--- config.mk ---
export PLATFORM = sky130hd
export DESIGN_NAME = three_motor_duty_ramp_controller
export DESIGN_NICKNAME = d
export VERILOG_FILES = /design/src/sv/tmdr_pkg.sv /design/src/sv/three_motor_duty_ramp_controller.sv
export SDC_FILE = /design/constraint.sdc
export NUM_CORES = 1
export LEC_CHECK = 0
export BUFFER_PORTS_ARGS = -buffer_cell sky130_fd_sc_hd__buf_2
export CAP_MARGIN = 20
export CORE_ASPECT_RATIO = 1.5
export CORE_MARGIN = 2
export CORE_UTILIZATION = 60
export CTS_BUF_LIST = sky130_fd_sc_hd__clkbuf_4 sky130_fd_sc_hd__clkbuf_8
export CTS_CLUSTER_SIZE = 20
export DETAILED_ROUTE_END_ITERATION = 8
export PLACE_DENSITY = 0.86
export SYNTH_ARGS = -nofsm -noshare
export SYNTH_HDL_FRONTEND = slang
export SYNTH_SLANG_ARGS = --single-unit
--- constraint.sdc ---
create_clock -name aclk -period 8.05 [get_ports aclk]
set_clock_uncertainty 0.05 [all_clocks]
set_input_delay 0 -clock aclk [delete_from_list [all_inputs] [get_ports aclk]]
set_output_delay 0 -clock aclk [all_outputs]
set_load 0.02 [all_outputs]
--- src/sv/tmdr_pkg.sv ---
// ----------------------------------------------------------------------------
// tmdr_pkg - shared definitions for the three-motor duty ramp controller
// Command codes, duty limits, beat widths, the duty step helper and the pin helper.
// ----------------------------------------------------------------------------
package tmdr_pkg;

    localparam int DUTY_W   = 7;
    localparam int TARGET_W = 8;
    localparam int MODE_W   = 4;
    localparam int PINS_W   = 3;
    localparam int S_DATA_W = 16;
    localparam int M_DATA_W = 32;

    localparam logic [DUTY_W-1:0] DUTY_FULL = 7'd100;
    localparam logic [DUTY_W-1:0] DUTY_ZERO = 7'd0;

    localparam logic [MODE_W-1:0] MODE_BRAKE      = 4'd0;
    localparam logic [MODE_W-1:0] MODE_FWD        = 4'd1;
    localparam logic [MODE_W-1:0] MODE_BACK       = 4'd2;
    localparam logic [MODE_W-1:0] MODE_LEFT       = 4'd3;
    localparam logic [MODE_W-1:0] MODE_RIGHT      = 4'd4;
    localparam logic [MODE_W-1:0] MODE_FWD_RIGHT  = 4'd5;
    localparam logic [MODE_W-1:0] MODE_FWD_LEFT   = 4'd6;
    localparam logic [MODE_W-1:0] MODE_BACK_RIGHT = 4'd7;
    localparam logic [MODE_W-1:0] MODE_BACK_LEFT  = 4'd8;

    typedef logic [DUTY_W-1:0] duty_t;

    function automatic duty_t ramp_toward(input duty_t cur, input duty_t goal);
        duty_t res;
        if (goal > cur) begin
            res = duty_t'(cur + 7'd1);
        end else if (goal < cur) begin
            res = duty_t'(cur - 7'd1);
        end else begin
            res = cur;
        end
        return res;
    endfunction

    // Replace the pins of the selected motors; A side low half, B side high half.
    function automatic logic [2*PINS_W-1:0] set_pins(
        input logic [2*PINS_W-1:0] cur,
        input logic [PINS_W-1:0]   a,
        input logic [PINS_W-1:0]   b,
        input logic [PINS_W-1:0]   mask
    );
        logic [2*PINS_W-1:0] m6;
        logic [2*PINS_W-1:0] v6;
        m6 = {mask, mask};
        v6 = {b, a};
        return (cur & ~m6) | (v6 & m6);
    endfunction

endpackage

--- src/sv/three_motor_duty_ramp_controller.sv ---
// ----------------------------------------------------------------------------
// three_motor_duty_ramp_controller - duty ramp and direction pins, three motors
// Each known command updates duties, started flag and pins (turns also the phase);
// every beat returns one result beat with the new duties and pin levels.
// ----------------------------------------------------------------------------
// An accepted beat is held in the input register, then its result in the m_ register.
// Throughput: one beat per cycle while m_tready stays high; the step is one
// pass of compare-and-step logic between the input and result registers.
// Reset: duties, started flag, turn phase and all pins clear; both stages
// come up empty.
module three_motor_duty_ramp_controller
    import tmdr_pkg::*;
(
    input  logic                aclk,
    input  logic                aresetn,
    input  logic                s_tvalid,
    output logic                s_tready,
    input  logic [S_DATA_W-1:0] s_tdata,   // [3:0] mode, [11:4] target_duty, [15:12] zero
    output logic                m_tvalid,
    input  logic                m_tready,
    output logic [M_DATA_W-1:0] m_tdata    // [6:0] duty_one, [13:7] duty_two,
                                           // [20:14] duty_three, [23:21] pins_a,
                                           // [26:24] pins_b, [31:27] zero
);

    logic                  in_valid_reg;
    logic [MODE_W-1:0]     in_mode_reg;
    logic [TARGET_W-1:0]   in_target_reg;

    duty_t                 duty_reg [3];
    duty_t                 duty_next [3];
    logic                  started_reg, started_next;
    logic                  phase_reg, phase_next;
    logic [2*PINS_W-1:0]   pins_reg, pins_next;

    logic                  out_valid_reg;
    logic [M_DATA_W-1:0]   out_data_reg;

    logic                  out_free;
    logic                  fire;
    duty_t                 tgt;
    duty_t                 half;
    duty_t                 base [3];
    int                    slow;

    assign out_free = !out_valid_reg || m_tready;
    assign fire     = in_valid_reg && out_free;
    assign s_tready = !in_valid_reg || fire;
    assign m_tvalid = out_valid_reg;
    assign m_tdata  = out_data_reg;

    assign tgt  = (in_target_reg > TARGET_W'(DUTY_FULL)) ? DUTY_FULL
                                                         : in_target_reg[DUTY_W-1:0];
    assign half = tgt >> 1;

    always_comb begin
        for (int k = 0; k < 3; k++) begin
            duty_next[k] = duty_reg[k];
        end
        started_next = started_reg;
        phase_next   = phase_reg;
        pins_next    = pins_reg;
        slow         = 0;
        base[0]      = started_reg ? duty_reg[0] : DUTY_FULL;
        base[1]      = started_reg ? duty_reg[1] : DUTY_FULL;
        base[2]      = started_reg ? duty_reg[2] : DUTY_FULL;

        case (in_mode_reg) inside
            MODE_BRAKE: begin
                for (int k = 0; k < 3; k++) begin
                    duty_next[k] = DUTY_ZERO;
                end
                started_next = 1'b0;
                pins_next    = set_pins(pins_reg, 3'b100, 3'b100, 3'b111);
            end
            MODE_FWD, MODE_BACK: begin
                started_next = 1'b1;
                for (int k = 0; k < 3; k++) begin
                    duty_next[k] = ramp_toward(base[k], tgt);
                end
                if (in_mode_reg == MODE_FWD) begin
                    pins_next = set_pins(pins_reg, 3'b111, 3'b000, 3'b111);
                end else begin
                    pins_next = set_pins(pins_reg, 3'b000, 3'b111, 3'b111);
                end
            end
            MODE_LEFT, MODE_RIGHT: begin
                started_next = 1'b1;
                duty_next[0] = ramp_toward(base[0], tgt);
                duty_next[1] = ramp_toward(base[1], tgt);
                duty_next[2] = started_reg ? duty_reg[2] : DUTY_ZERO;
                if (in_mode_reg == MODE_LEFT) begin
                    pins_next = set_pins(pins_reg, 3'b001, 3'b010, 3'b011);
                end else begin
                    pins_next = set_pins(pins_reg, 3'b010, 3'b001, 3'b011);
                end
            end
            MODE_FWD_RIGHT, MODE_FWD_LEFT, MODE_BACK_RIGHT, MODE_BACK_LEFT: begin
                started_next = 1'b1;
                slow = (in_mode_reg == MODE_FWD_RIGHT || in_mode_reg == MODE_BACK_RIGHT)
                       ? 1 : 0;
                for (int k = 0; k < 3; k++) begin
                    if (k == slow) begin
                        duty_next[k] = phase_reg ? ramp_toward(base[k], half) : base[k];
                    end else begin
                        duty_next[k] = ramp_toward(base[k], tgt);
                    end
                end
                phase_next = !phase_reg;
                if (in_mode_reg == MODE_FWD_RIGHT || in_mode_reg == MODE_FWD_LEFT) begin
                    pins_next = set_pins(pins_reg, 3'b111, 3'b000, 3'b111);
                end else begin
                    pins_next = set_pins(pins_reg, 3'b000, 3'b111, 3'b111);
                end
            end
            default: begin
            end
        endcase
    end

    always_ff @(posedge aclk) begin
        if (!aresetn) begin
            in_valid_reg  <= 1'b0;
            out_valid_reg <= 1'b0;
            started_reg   <= 1'b0;
            phase_reg     <= 1'b0;
            pins_reg      <= '0;
            for (int k = 0; k < 3; k++) begin
                duty_reg[k] <= DUTY_ZERO;
            end
        end else begin
            if (s_tvalid && s_tready) begin
                in_valid_reg <= 1'b1;
            end else if (fire) begin
                in_valid_reg <= 1'b0;
            end
            if (fire) begin
                out_valid_reg <= 1'b1;
                started_reg   <= started_next;
                phase_reg     <= phase_next;
                pins_reg      <= pins_next;
                for (int k = 0; k < 3; k++) begin
                    duty_reg[k] <= duty_next[k];
                end
            end else if (m_tready) begin
                out_valid_reg <= 1'b0;
            end
        end
    end

    always_ff @(posedge aclk) begin
        if (s_tvalid && s_tready) begin
            in_mode_reg   <= s_tdata[MODE_W-1:0];
            in_target_reg <= s_tdata[MODE_W +: TARGET_W];
        end
        if (fire) begin
            out_data_reg <= {5'd0, pins_next[2*PINS_W-1:PINS_W], pins_next[PINS_W-1:0],
                             duty_next[2], duty_next[1], duty_next[0]};
        end
    end

    a_duty_range: assert property (@(posedge aclk) disable iff (!aresetn)
        m_tvalid |-> (m_tdata[6:0] <= DUTY_FULL && m_tdata[13:7] <= DUTY_FULL
                      && m_tdata[20:14] <= DUTY_FULL))
        else $error("duty above full scale");

    a_brake_clears: assert property (@(posedge aclk) disable iff (!aresetn)
        (fire && in_mode_reg == MODE_BRAKE) |=>
            (!started_reg && duty_reg[0] == DUTY_ZERO && duty_reg[1] == DUTY_ZERO
             && duty_reg[2] == DUTY_ZERO && pins_reg == 6'b100100))
        else $error("brake did not clear state");

    a_idle_holds: assert property (@(posedge aclk) disable iff (!aresetn)
        !fire |=> ($stable(pins_reg) && $stable(phase_reg) && $stable(started_reg)
                   && $stable(duty_reg[0]) && $stable(duty_reg[1]) && $stable(duty_reg[2])))
        else $error("state changed without a step");

    a_result_matches: assert property (@(posedge aclk) disable iff (!aresetn)
        fire |=> (m_tvalid && m_tdata[6:0] == duty_reg[0] && m_tdata[26:21] == pins_reg))
        else $error("result beat differs from stored state");

endmodule
==> impl_summary.log, run 1 <==
[metrics] most frequent cell after synthesis: sky130_fd_sc_hd__nand2_1
[metrics] Final #Nets: 754
[metrics] Sink Count: 70
[metrics] number of buffers added by the clock tree synthesis step: 9
[metrics] clk slew on worst S/H paths: 100 ps
[metrics] WL final: 17.8 mm
[metrics] shortest clock period the worst path allows after layout: 4140 ps
[metrics] utilization after layout: 68.7%
[metrics] mean cell area of the mapped netlist: 8.66 um2
[metrics] wire length of the first global-routing pass: 28.2 mm
[metrics] post-placement setup slack: 4010 ps
[metrics] via count of the first global-routing pass: 5,613
[metrics] Period Utilization, post-route: 51.4%
[metrics] worst hold margin: 283 ps
[metrics] M1 wire length: 6.67 mm
[metrics] hold path startpoint: s_tdata[6]
[metrics] post-synthesis sequential area ratio: 34.7%
[metrics] HPWL after detailed placement: 12.4 mm
[metrics] total placed cells including tap cells: 789
[metrics] dominant cell type by area after synthesis: sky130_fd_sc_hd__edfxtp_1
[metrics] total grt overflow: 0
[metrics] number of buffers added for setup after CTS: 0
[metrics] Max transition margin: 39.7%
[metrics] max FFs per register: 27
[metrics] GR Util All Layers: 34.5%
[metrics] most used flip-flop cell after synthesis: sky130_fd_sc_hd__edfxtp_1
[metrics] DRC violations left: 0
[metrics] std cell rows: 43
[metrics] type of element launching the critical path: flop
[metrics] total of warnings raised by yosys: 0
[metrics] post-cts sizing count: 0
[metrics] Std-Cell Core Area: 9310 um2
[metrics] antenna violation net count after detailed routing: 0
[metrics] setup repair after global routing missed its margin: no
[metrics] Worst setup EP type: flop
[metrics] arrival time of data at the critical path endpoint: 4180 ps
[metrics] fin cells: 824
[metrics] dpl cell area: 5980 um2
[metrics] area grow syn2layout: 10.7%
[metrics] die span in x: 84.1 um
[metrics] DIE AREA: 10,400 um2
[metrics] count of state elements after synthesis: 70
[metrics] insertion delay to the later sink of the worst-skew pair: 380 ps
[metrics] total negative slack: 0 ps
[metrics] final count of hold timing violations: 0
[metrics] ratio of cells with drive above 1 in the final layout: 13.8%
[metrics] total iterations of the first detailed-routing run: 7
[metrics] share of flip-flops with an asynchronous set or reset after synthesis: 0%
[metrics] slew at the pin closest to its max-slew limit: 905 ps
[metrics] Ports: 54
[metrics] Avg WL per Cell: 21.6 um
[metrics] buffer cell driving the clock tree root: sky130_fd_sc_hd__clkbuf_8
[metrics] clock tree from TritonCTS: yes
[metrics] count of flip-flops with a built-in enable after synthesis: 60
[metrics] Max clock buf depth: 2
[metrics] critical path required time: 8100 ps
[metrics] startpoint-to-endpoint class of the critical path: reg2reg
[metrics] antenna violations before repair: 0
[metrics] startpoint of the most critical register-to-register path: started_reg
[metrics] routability congestion estimate from global placement: 0.946
[metrics] count of vias placed by the detailed router: 5,771
[metrics] total design power: 1.04 mW
[metrics] routed wl met3: 1.14 mm
[metrics] slack of the critical path: 3910 ps
[metrics] reported max-cap violation count: 0
[metrics] Top Metal Used: met4
[metrics] initial cell density of the core: 62.0%
[metrics] status: complete, no violations
[metrics] synthesized area: 5770 um2
[metrics] critical path fanouts, max: 19
[metrics] leakage power summed over all cells: 2.47 nW
[metrics] critical path launch point: started_reg
[metrics] number of DRC violations after detailed-routing iteration 0: 694
[metrics] cell types occupying the most area after synthesis: sky130_fd_sc_hd__edfxtp_1, sky130_fd_sc_hd__ha_1, sky130_fd_sc_hd__nand2_1
[metrics] maximum achievable frequency: 0.242 GHz
[metrics] setup violation total in the final timing report: 0
[metrics] portion of synthesized cell area occupied by the leading cell type: 31.2%
[metrics] count of distinct cell types in the synthesized netlist: 89
[metrics] routed wire length on met2: 9.10 mm
[metrics] diodes inserted: 0
[metrics] total count of max-transition violations in the final report: 0
[metrics] final design instance area without fill: 6390 um2
[metrics] routed via count divided by cell count: 7.00
[metrics] power per unit of standard cell area: 162 nW/um2
[metrics] count of buffers from port buffering: 44
[metrics] height of the die: 124 um
[metrics] largest net degree at the start of global routing: 48
[metrics] maximum level of the CTS H-tree: 3
[metrics] worst hold-check path type: in2reg
[metrics] ranking of synthesized cells by instance count: sky130_fd_sc_hd__nand2_1, sky130_fd_sc_hd__nor2_1, sky130_fd_sc_hd__edfxtp_1, sky130_fd_sc_hd__a21oi_1, sky130_fd_sc_hd__nand3_1
[metrics] IR drop worst, VDD: 0.163 mV
[metrics] number of instances in the synthesized netlist: 667
## per-layer routing
| metal | vias to the layer above | GRT usage (%) |
|---|---|---|
| met2 | 329 | 61.5 |
| met4 | 0 | 21.8 |
| li1 | 2601 | - |
| met3 | 81 | 5.70 |
| met5 | - | 0 |
| met1 | 2760 | 38.1 |
## placed cells by master, fill, tap and decap left out, types with 5 or more instances in the layout
master | synthesis | routed
sky130_fd_sc_hd__ha_1 | 27 | 27
sky130_fd_sc_hd__xnor2_1 | 17 | 17
sky130_fd_sc_hd__clkbuf_8 | 0 | 9
sky130_fd_sc_hd__nor2_1 | 73 | 73
sky130_fd_sc_hd__edfxtp_1 | 60 | 60
sky130_fd_sc_hd__or2_2 | 5 | 5
sky130_fd_sc_hd__dlygate4sd3_1 | 0 | 18
sky130_fd_sc_hd__o211ai_1 | 14 | 14
sky130_fd_sc_hd__conb_1 | 1 | 5
sky130_fd_sc_hd__nand2_1 | 75 | 75
sky130_fd_sc_hd__a21oi_1 | 44 | 44
sky130_fd_sc_hd__and2_1 | 10 | 10
sky130_fd_sc_hd__nor2b_1 | 7 | 7
sky130_fd_sc_hd__a31oi_1 | 10 | 10
sky130_fd_sc_hd__a21boi_0 | 5 | 5
sky130_fd_sc_hd__nand2b_1 | 7 | 7
sky130_fd_sc_hd__inv_1 | 22 | 22
sky130_fd_sc_hd__dfxtp_1 | 10 | 10
sky130_fd_sc_hd__o22ai_1 | 6 | 6
sky130_fd_sc_hd__a211oi_1 | 7 | 7
sky130_fd_sc_hd__or3_1 | 9 | 9
sky130_fd_sc_hd__nor3_1 | 12 | 12
sky130_fd_sc_hd__xor2_1 | 6 | 6
sky130_fd_sc_hd__buf_2 | 10 | 44
sky130_fd_sc_hd__nand3_1 | 31 | 31
sky130_fd_sc_hd__a21o_1 | 6 | 6
sky130_fd_sc_hd__and3_1 | 8 | 8
sky130_fd_sc_hd__mux2i_1 | 7 | 7
sky130_fd_sc_hd__nand4_1 | 6 | 6
sky130_fd_sc_hd__o21ai_0 | 22 | 22
sky130_fd_sc_hd__a311o_1 | 5 | 5
sky130_fd_sc_hd__nor4_1 | 5 | 5
## cell families (layout without fill, tap and decap cells)
group | after synthesis | in the layout | synth area share [%]
other | 1 | 5 | 0.0649
muxes | 9 | 9 | 1.73
buffers and inverters | 66 | 107 | 5.03
and+or+nand+nor | 272 | 272 | 23.1
AOI/OAI and AO/OA | 196 | 196 | 25.5
adders and majority gates | 30 | 30 | 6.44
xor gates and xnor gates | 23 | 23 | 3.49
DFF | 70 | 70 | 34.7
## layout make-up
cell class	instances	area [um2]
Inverter	24	90.1
Multi-Input combinational cell	535	3500
Tap cell	112	140
Clock inverter	7	81.3
Sequential cell	70	2000
Fill cell	759	2920
Timing Repair Buffer	67	458
Clock buffer	9	124
## worst max-delay path: stages (launching register included)
cell and delay (ps):
sky130_fd_sc_hd__dfxtp_1 340, sky130_fd_sc_hd__clkinv_1 550, sky130_fd_sc_hd__nor2_1 630, sky130_fd_sc_hd__ha_1 240
sky130_fd_sc_hd__nand2_1 70, sky130_fd_sc_hd__or3_1 420, sky130_fd_sc_hd__o21ai_2 460, sky130_fd_sc_hd__mux2_4 370
sky130_fd_sc_hd__a311o_1 370, sky130_fd_sc_hd__a211oi_2 300, sky130_fd_sc_hd__nor2_1 80
## path summary, 6_finish.rpt
| check | to | cells after the start | slack [ps] |
|---|---|---|---|
| max | duty_reg[0][3] | 10 | 3910 |
| min | in_target_reg[2] | 2 | 280 |
| min reg2reg | pins_reg[5] | 2 | 430 |
| max reg2reg | duty_reg[0][3] | 10 | 3910 |
## power breakdown
part	switching (mW)	internal [mW]	total (mW)
clock network	0.152	0.147	0.299
logic	0.182	0.104	0.286
registers	0.0296	0.423	0.453
total	0.364	0.674	1.04
## what timing repair did
| item | in CTS | in global routing |
|---|---|---|
| hold buffers | 18 | 0 |
| endpoints found under the hold margin | 22 | 0 |
| endpoints found under the setup margin | 0 | 0 |
(Power assumes the default switching activity.)
==> run 2: changes to the inputs <==
==> constraint.sdc (replaced) <==
create_clock -name aclk -period 4 [get_ports aclk]
set_clock_uncertainty 0.05 [all_clocks]
set_input_delay 0 -clock aclk [delete_from_list [all_inputs] [get_ports aclk]]
set_output_delay 0 -clock aclk [all_outputs]
set_load 0.02 [all_outputs]
==> impl_summary.log, run 2 (synthesized netlist as in run 1, its figures left out) <==
[metrics] cell repeated most along the worst path: sky130_fd_sc_hd__nor2_1
[metrics] max FFs per register: 27
[metrics] setup violation total in the final timing report: 0
[metrics] routed via count divided by cell count: 6.92
[metrics] startpoint-to-endpoint class of the critical path: reg2reg
[metrics] final count of hold timing violations: 0
[metrics] maximum level of the CTS H-tree: 3
[metrics] critical path fanouts, max: 14
[metrics] number of buffers added for setup after CTS: 0
[metrics] quantity of hold-fixing buffers added after cts: 18
[metrics] height of the die: 124 um
[metrics] count of buffers from port buffering: 44
[metrics] register-to-register setup slack: 300 ps
[metrics] clock tree from TritonCTS: yes
[metrics] Min-Delay Path Depth: 2
[metrics] wire length of the first global-routing pass: 27.8 mm
[metrics] fin cells: 837
[metrics] IR drop worst, VDD: 0.305 mV
[metrics] critical path required time: 4050 ps
[metrics] type of element launching the critical path: flop
[metrics] total iterations of the first detailed-routing run: 5
[metrics] worst hold margin: 296 ps
[metrics] reported max-cap violation count: 0
[metrics] worst hold-check path type: in2reg
[metrics] ratio of cells with drive above 1 in the final layout: 15.3%
[metrics] Max transition margin: 29.7%
[metrics] Worst setup EP type: flop
[metrics] clk slew on worst S/H paths: 80 ps
[metrics] Cell Chain, Critical Path: o311a_1, nor2_1, nand2_1, ha_1, a21oi_1, a221oi_1, o211ai_2, buf_4, o311ai_0, o211ai_1, nor2_1
[metrics] final design instance area without fill: 6490 um2
[metrics] reg2reg end: duty_reg[0][11]
[metrics] total count of max-transition violations in the final report: 0
[metrics] Max clock buf depth: 2
[metrics] Period Utilization, post-route: 92.5%
[metrics] stage delay of the slowest cell on the critical path: 610 ps
[metrics] dpl cell area: 6080 um2
[metrics] insertion delay to the later sink of the worst-skew pair: 370 ps
[metrics] HPWL after detailed placement: 12.7 mm
[metrics] number of buffers added by the clock tree synthesis step: 9
[metrics] Sink Count: 70
[metrics] DIE AREA: 10,400 um2
[metrics] antenna violations before repair: 0
[metrics] diodes inserted: 0
[metrics] worst hold endpoint: in_mode_reg[3]
[metrics] number of DRC violations after detailed-routing iteration 0: 645
[metrics] routability congestion estimate from global placement: 1.01
[metrics] hold path startpoint: s_tdata[3]
[metrics] antenna violation net count after detailed routing: 0
[metrics] arrival time of data at the critical path endpoint: 3750 ps
[metrics] total grt overflow: 0
[metrics] initial cell density of the core: 62.0%
[metrics] shortest clock period the worst path allows after layout: 3700 ps
[metrics] leakage power summed over all cells: 2.55 nW
[metrics] Avg WL per Cell: 21.3 um
[metrics] utilization after layout: 69.7%
[metrics] setup repair after global routing missed its margin: no
[metrics] largest net degree at the start of global routing: 39
[metrics] critical-path cell with the highest stage delay: sky130_fd_sc_hd__edfxtp_1
[metrics] GR Util All Layers: 34.0%
[metrics] count of vias placed by the detailed router: 5,793
[metrics] Std-Cell Core Area: 9310 um2
[metrics] most common cell after layout, fill and taps aside: sky130_fd_sc_hd__nand2_1
[metrics] area grow syn2layout: 12.4%
[metrics] power per unit of standard cell area: 333 nW/um2
[metrics] via count of the first global-routing pass: 5,546
[metrics] status: complete, no violations
[metrics] slew at the pin closest to its max-slew limit: 1050 ps
[metrics] die span in x: 84.1 um
[metrics] depth of the worst register-to-register path: 11
[metrics] Final #Nets: 767
[metrics] Ports: 54
[metrics] total negative slack: 0 ps
[metrics] std cell rows: 43
[metrics] maximum achievable frequency: 0.270 GHz
[metrics] startpoint of the most critical register-to-register path: in_target_reg[4]
[metrics] post-cts sizing count: 0
[metrics] total placed cells including tap cells: 803
[metrics] DRC violations left: 0
[metrics] WL final: 17.8 mm
[metrics] top library cells by usage in the layout, fill and taps aside: sky130_fd_sc_hd__nand2_1, sky130_fd_sc_hd__nor2_1, sky130_fd_sc_hd__edfxtp_1
[metrics] buffer cell driving the clock tree root: sky130_fd_sc_hd__clkbuf_8
==> run 2: worst max path at each step <==
| stage | start | to | depth (start not counted) |
|---|---|---|---|
| global route | in_target_reg[4] | duty_reg[0][11] | 11 |
| global placement | in_target_reg[4] | duty_reg[0][5] | 10 |
| floorplan | started_reg | duty_reg[0][3] | 12 |
| CTS | in_target_reg[4] | duty_reg[0][5] | 10 |
| finish | in_target_reg[4] | duty_reg[0][11] | 11 |
| detailed placement | in_target_reg[4] | duty_reg[0][5] | 10 |
==> run 2: power breakdown <==
part	internal (mW)	leakage [nW]	switching (mW)
Combinational	0.221	1.75	0.366
Sequential	0.853	0.679	0.0611
Clock	0.376	0.113	0.287
==> run 2: final cells by class <==
| type | instances | area, um2 |
|---|---|---|
| Clock buffer | 11 | 145 |
| Timing Repair Buffer | 80 | 536 |
| Tap cell | 112 | 140 |
| Fill cell | 746 | 2820 |
| Sequential cell | 70 | 2000 |
| Multi-Input combinational cell | 535 | 3500 |
| Clock inverter | 5 | 81.3 |
| Inverter | 24 | 90.1 |
==> run 2: worst max-delay path: cells and delay by family, from the launching register on <==
kind	cells	cell delay, ps
buffers and inverters	1	260
and+or+nand+nor	3	500
AOI/OAI and AO/OA	6	1760
DFF	1	610
adders and majority gates	1	250
==> run 2: layer usage <==
| layer | up-vias | part of all wire, % | global-route usage (%) |
|---|---|---|---|
| met3 | 87 | 6.5 | 4.37 |
| met2 | 350 | 52 | 64.3 |
| met5 | - | 0 | 0 |
| met1 | 2731 | 36 | 37.0 |
| met4 | 0 | 5.2 | 17.4 |
| li1 | 2625 | - | - |
==> run 2: per-stage QoR <==
| stage | power, mW | setup slack, ps |
|---|---|---|
| 4_1_cts | 2.14 | 420 |
| 5_1_grt | 2.24 | 179 |
| 2_1_floorplan | 1.32 | 646 |
| 6_report | 2.16 | 300 |
| 3_3_place_gp | 1.46 | 431 |
| 3_5_place_dp | 1.48 | 412 |
==> run 3: changes to the inputs <==
==> constraint.sdc (replaced) <==
create_clock -name aclk -period 4 [get_ports aclk]
set_clock_uncertainty 0.05 [all_clocks]
set_input_delay 0.2 -clock aclk [delete_from_list [all_inputs] [get_ports aclk]]
set_output_delay 0.2 -clock aclk [all_outputs]
set_load 0.02 [all_outputs]
==> impl_summary.log, run 3 (synthesized netlist as in run 1, its figures left out) <==
[metrics] GR Util All Layers: 33.6%
[metrics] critical path required time: 4040 ps
[metrics] Final #Nets: 763
[metrics] setup repair after global routing missed its margin: no
[metrics] quantity of hold-fixing buffers added after cts: 12
[metrics] worst hold margin: 53.2 ps
[metrics] post-cts sizing count: 0
[metrics] DIE AREA: 10,400 um2
[metrics] number of DRC violations after detailed-routing iteration 0: 465
[metrics] Min-Delay Path Depth: 3
[metrics] std cell rows: 43
[metrics] Max transition margin: 27.2%
[metrics] most common cell after layout, fill and taps aside: sky130_fd_sc_hd__nand2_1
[metrics] startpoint-to-endpoint class of the critical path: reg2reg
[metrics] count of vias placed by the detailed router: 5,691
[metrics] ratio of cells with drive above 1 in the final layout: 15.7%
[metrics] die span in x: 84.1 um
[metrics] category of cells accounting for the largest share of critical-path delay: compound AO/OA/AOI/OAI gates
[metrics] clock tree from TritonCTS: yes
[metrics] insertion delay to the later sink of the worst-skew pair: 370 ps
[metrics] hold path startpoint: s_tvalid
[metrics] total count of max-transition violations in the final report: 0
[metrics] diodes inserted: 0
[metrics] type of element launching the critical path: flop
[metrics] reported max-cap violation count: 0
[metrics] leakage power summed over all cells: 2.51 nW
[metrics] total grt overflow: 0
[metrics] total negative slack: 0 ps
[metrics] DRC violations left: 0
[metrics] reg2reg end: duty_reg[0][5]
[metrics] power per unit of standard cell area: 323 nW/um2
[metrics] critical path fanouts, max: 9
[metrics] count of buffering cells on the critical path with inverters included: 0
[metrics] antenna violations before repair: 0
[metrics] Std-Cell Core Area: 9310 um2
[metrics] maximum achievable frequency: 0.276 GHz
[metrics] Period Utilization, post-route: 90.5%
[metrics] fin cells: 833
[metrics] critical-path cell with the highest stage delay: sky130_fd_sc_hd__o311ai_0
[metrics] total iterations of the first detailed-routing run: 6
[metrics] height of the die: 124 um
[metrics] area grow syn2layout: 11.1%
[metrics] number of buffers added by the clock tree synthesis step: 9
[metrics] HPWL after detailed placement: 12.7 mm
[metrics] max FFs per register: 27
[metrics] Avg WL per Cell: 20.8 um
[metrics] Cell Chain, Critical Path: o211ai_2, nand2_2, ha_1, a21o_1, maj3_2, o2111ai_2, and2_1, a21oi_1, o311ai_0, nor2_1
[metrics] shortest clock period the worst path allows after layout: 3620 ps
[metrics] routability congestion estimate from global placement: 1.01
[metrics] Max clock buf depth: 2
[metrics] clk slew on worst S/H paths: 80 ps
[metrics] depth of the worst register-to-register path: 10
[metrics] wire length of the first global-routing pass: 27.5 mm
[metrics] register-to-register setup slack: 380 ps
[metrics] slew at the pin closest to its max-slew limit: 1090 ps
[metrics] arrival time of data at the critical path endpoint: 3660 ps
[metrics] Sink Count: 70
[metrics] critical path launch point: in_target_reg[3]
[metrics] via count of the first global-routing pass: 5,734
[metrics] worst hold-check path type: in2reg
[metrics] startpoint of the most critical register-to-register path: in_target_reg[3]
[metrics] IR drop worst, VDD: 0.262 mV
[metrics] number of buffers added for setup after CTS: 0
[metrics] largest net degree at the start of global routing: 39
[metrics] Worst setup EP type: flop
[metrics] stage delay of the slowest cell on the critical path: 630 ps
[metrics] status: complete, no violations
[metrics] setup violation total in the final timing report: 0
[metrics] antenna violation net count after detailed routing: 0
[metrics] worst hold endpoint: in_valid_reg
[metrics] final count of hold timing violations: 0
[metrics] top library cells by usage in the layout, fill and taps aside: sky130_fd_sc_hd__nand2_1, sky130_fd_sc_hd__nor2_1, sky130_fd_sc_hd__edfxtp_1
[metrics] routed via count divided by cell count: 6.83
[metrics] Ports: 54
[metrics] WL final: 17.4 mm
[metrics] total placed cells including tap cells: 805
[metrics] buffer cell driving the clock tree root: sky130_fd_sc_hd__clkbuf_8
[metrics] maximum level of the CTS H-tree: 3
[metrics] count of buffers from port buffering: 44
[metrics] initial cell density of the core: 62.0%
run 3: cell types whose count changed in the layout (fill, tap and decap cells not counted), sizes merged:
cell,change
buf,+2
bufinv,-1
clkbuf,-2
clkinvlp,+1
clkinv,+2
dlygate4sd3,-6
run 3: layer usage:
layer	GRT usage (%)	share of wire (%)
met5	0	0
met4	23.8	6.5
met3	4.64	5.5
met2	60.6	52
met1	35.9	36
run 3: how the worst max path moves through the flow:
stage	endpoint	slack [ps]	depth (start not counted)
floorplan	duty_reg[0][3]	650	12
global placement	duty_reg[0][5]	520	10
detailed placement	duty_reg[0][5]	450	10
CTS	duty_reg[0][5]	480	10
global route	duty_reg[0][5]	260	10
finish	duty_reg[0][5]	380	10
run 3: final cells by class:
class	count	area [um2]
clock inverter	7	72.6
sequential	70	2000
multi-input combinational	535	3500
tap	112	140
inverter	24	90.1
fill	759	2890
timing repair buffer	76	490
clock buffer	9	124
run 3: tightest hold or removal path, cell delays in order:
cell and delay (ps):
sky130_fd_sc_hd__buf_2 90, sky130_fd_sc_hd__a21oi_1 40, sky130_fd_sc_hd__nor2b_1 90
run 3: report_power, final:
group	internal (mW)	switching, mW	total [mW]
registers	0.853	0.0539	0.906
clock network	0.289	0.294	0.583
logic	0.219	0.367	0.586
run 3: metrics by stage:
step                      utilization [%]  power [mW]  setup WS (ps)  area [um2]
after floorplan                         -        1.32            646        5790
after global placement               65.5        1.46            522        6100
after detailed placement             65.5        1.48            447        6100
after CTS                            68.9        2.07            479        6420
after global routing                 68.9        2.16            261        6420
final                                68.9        2.08            379        6420
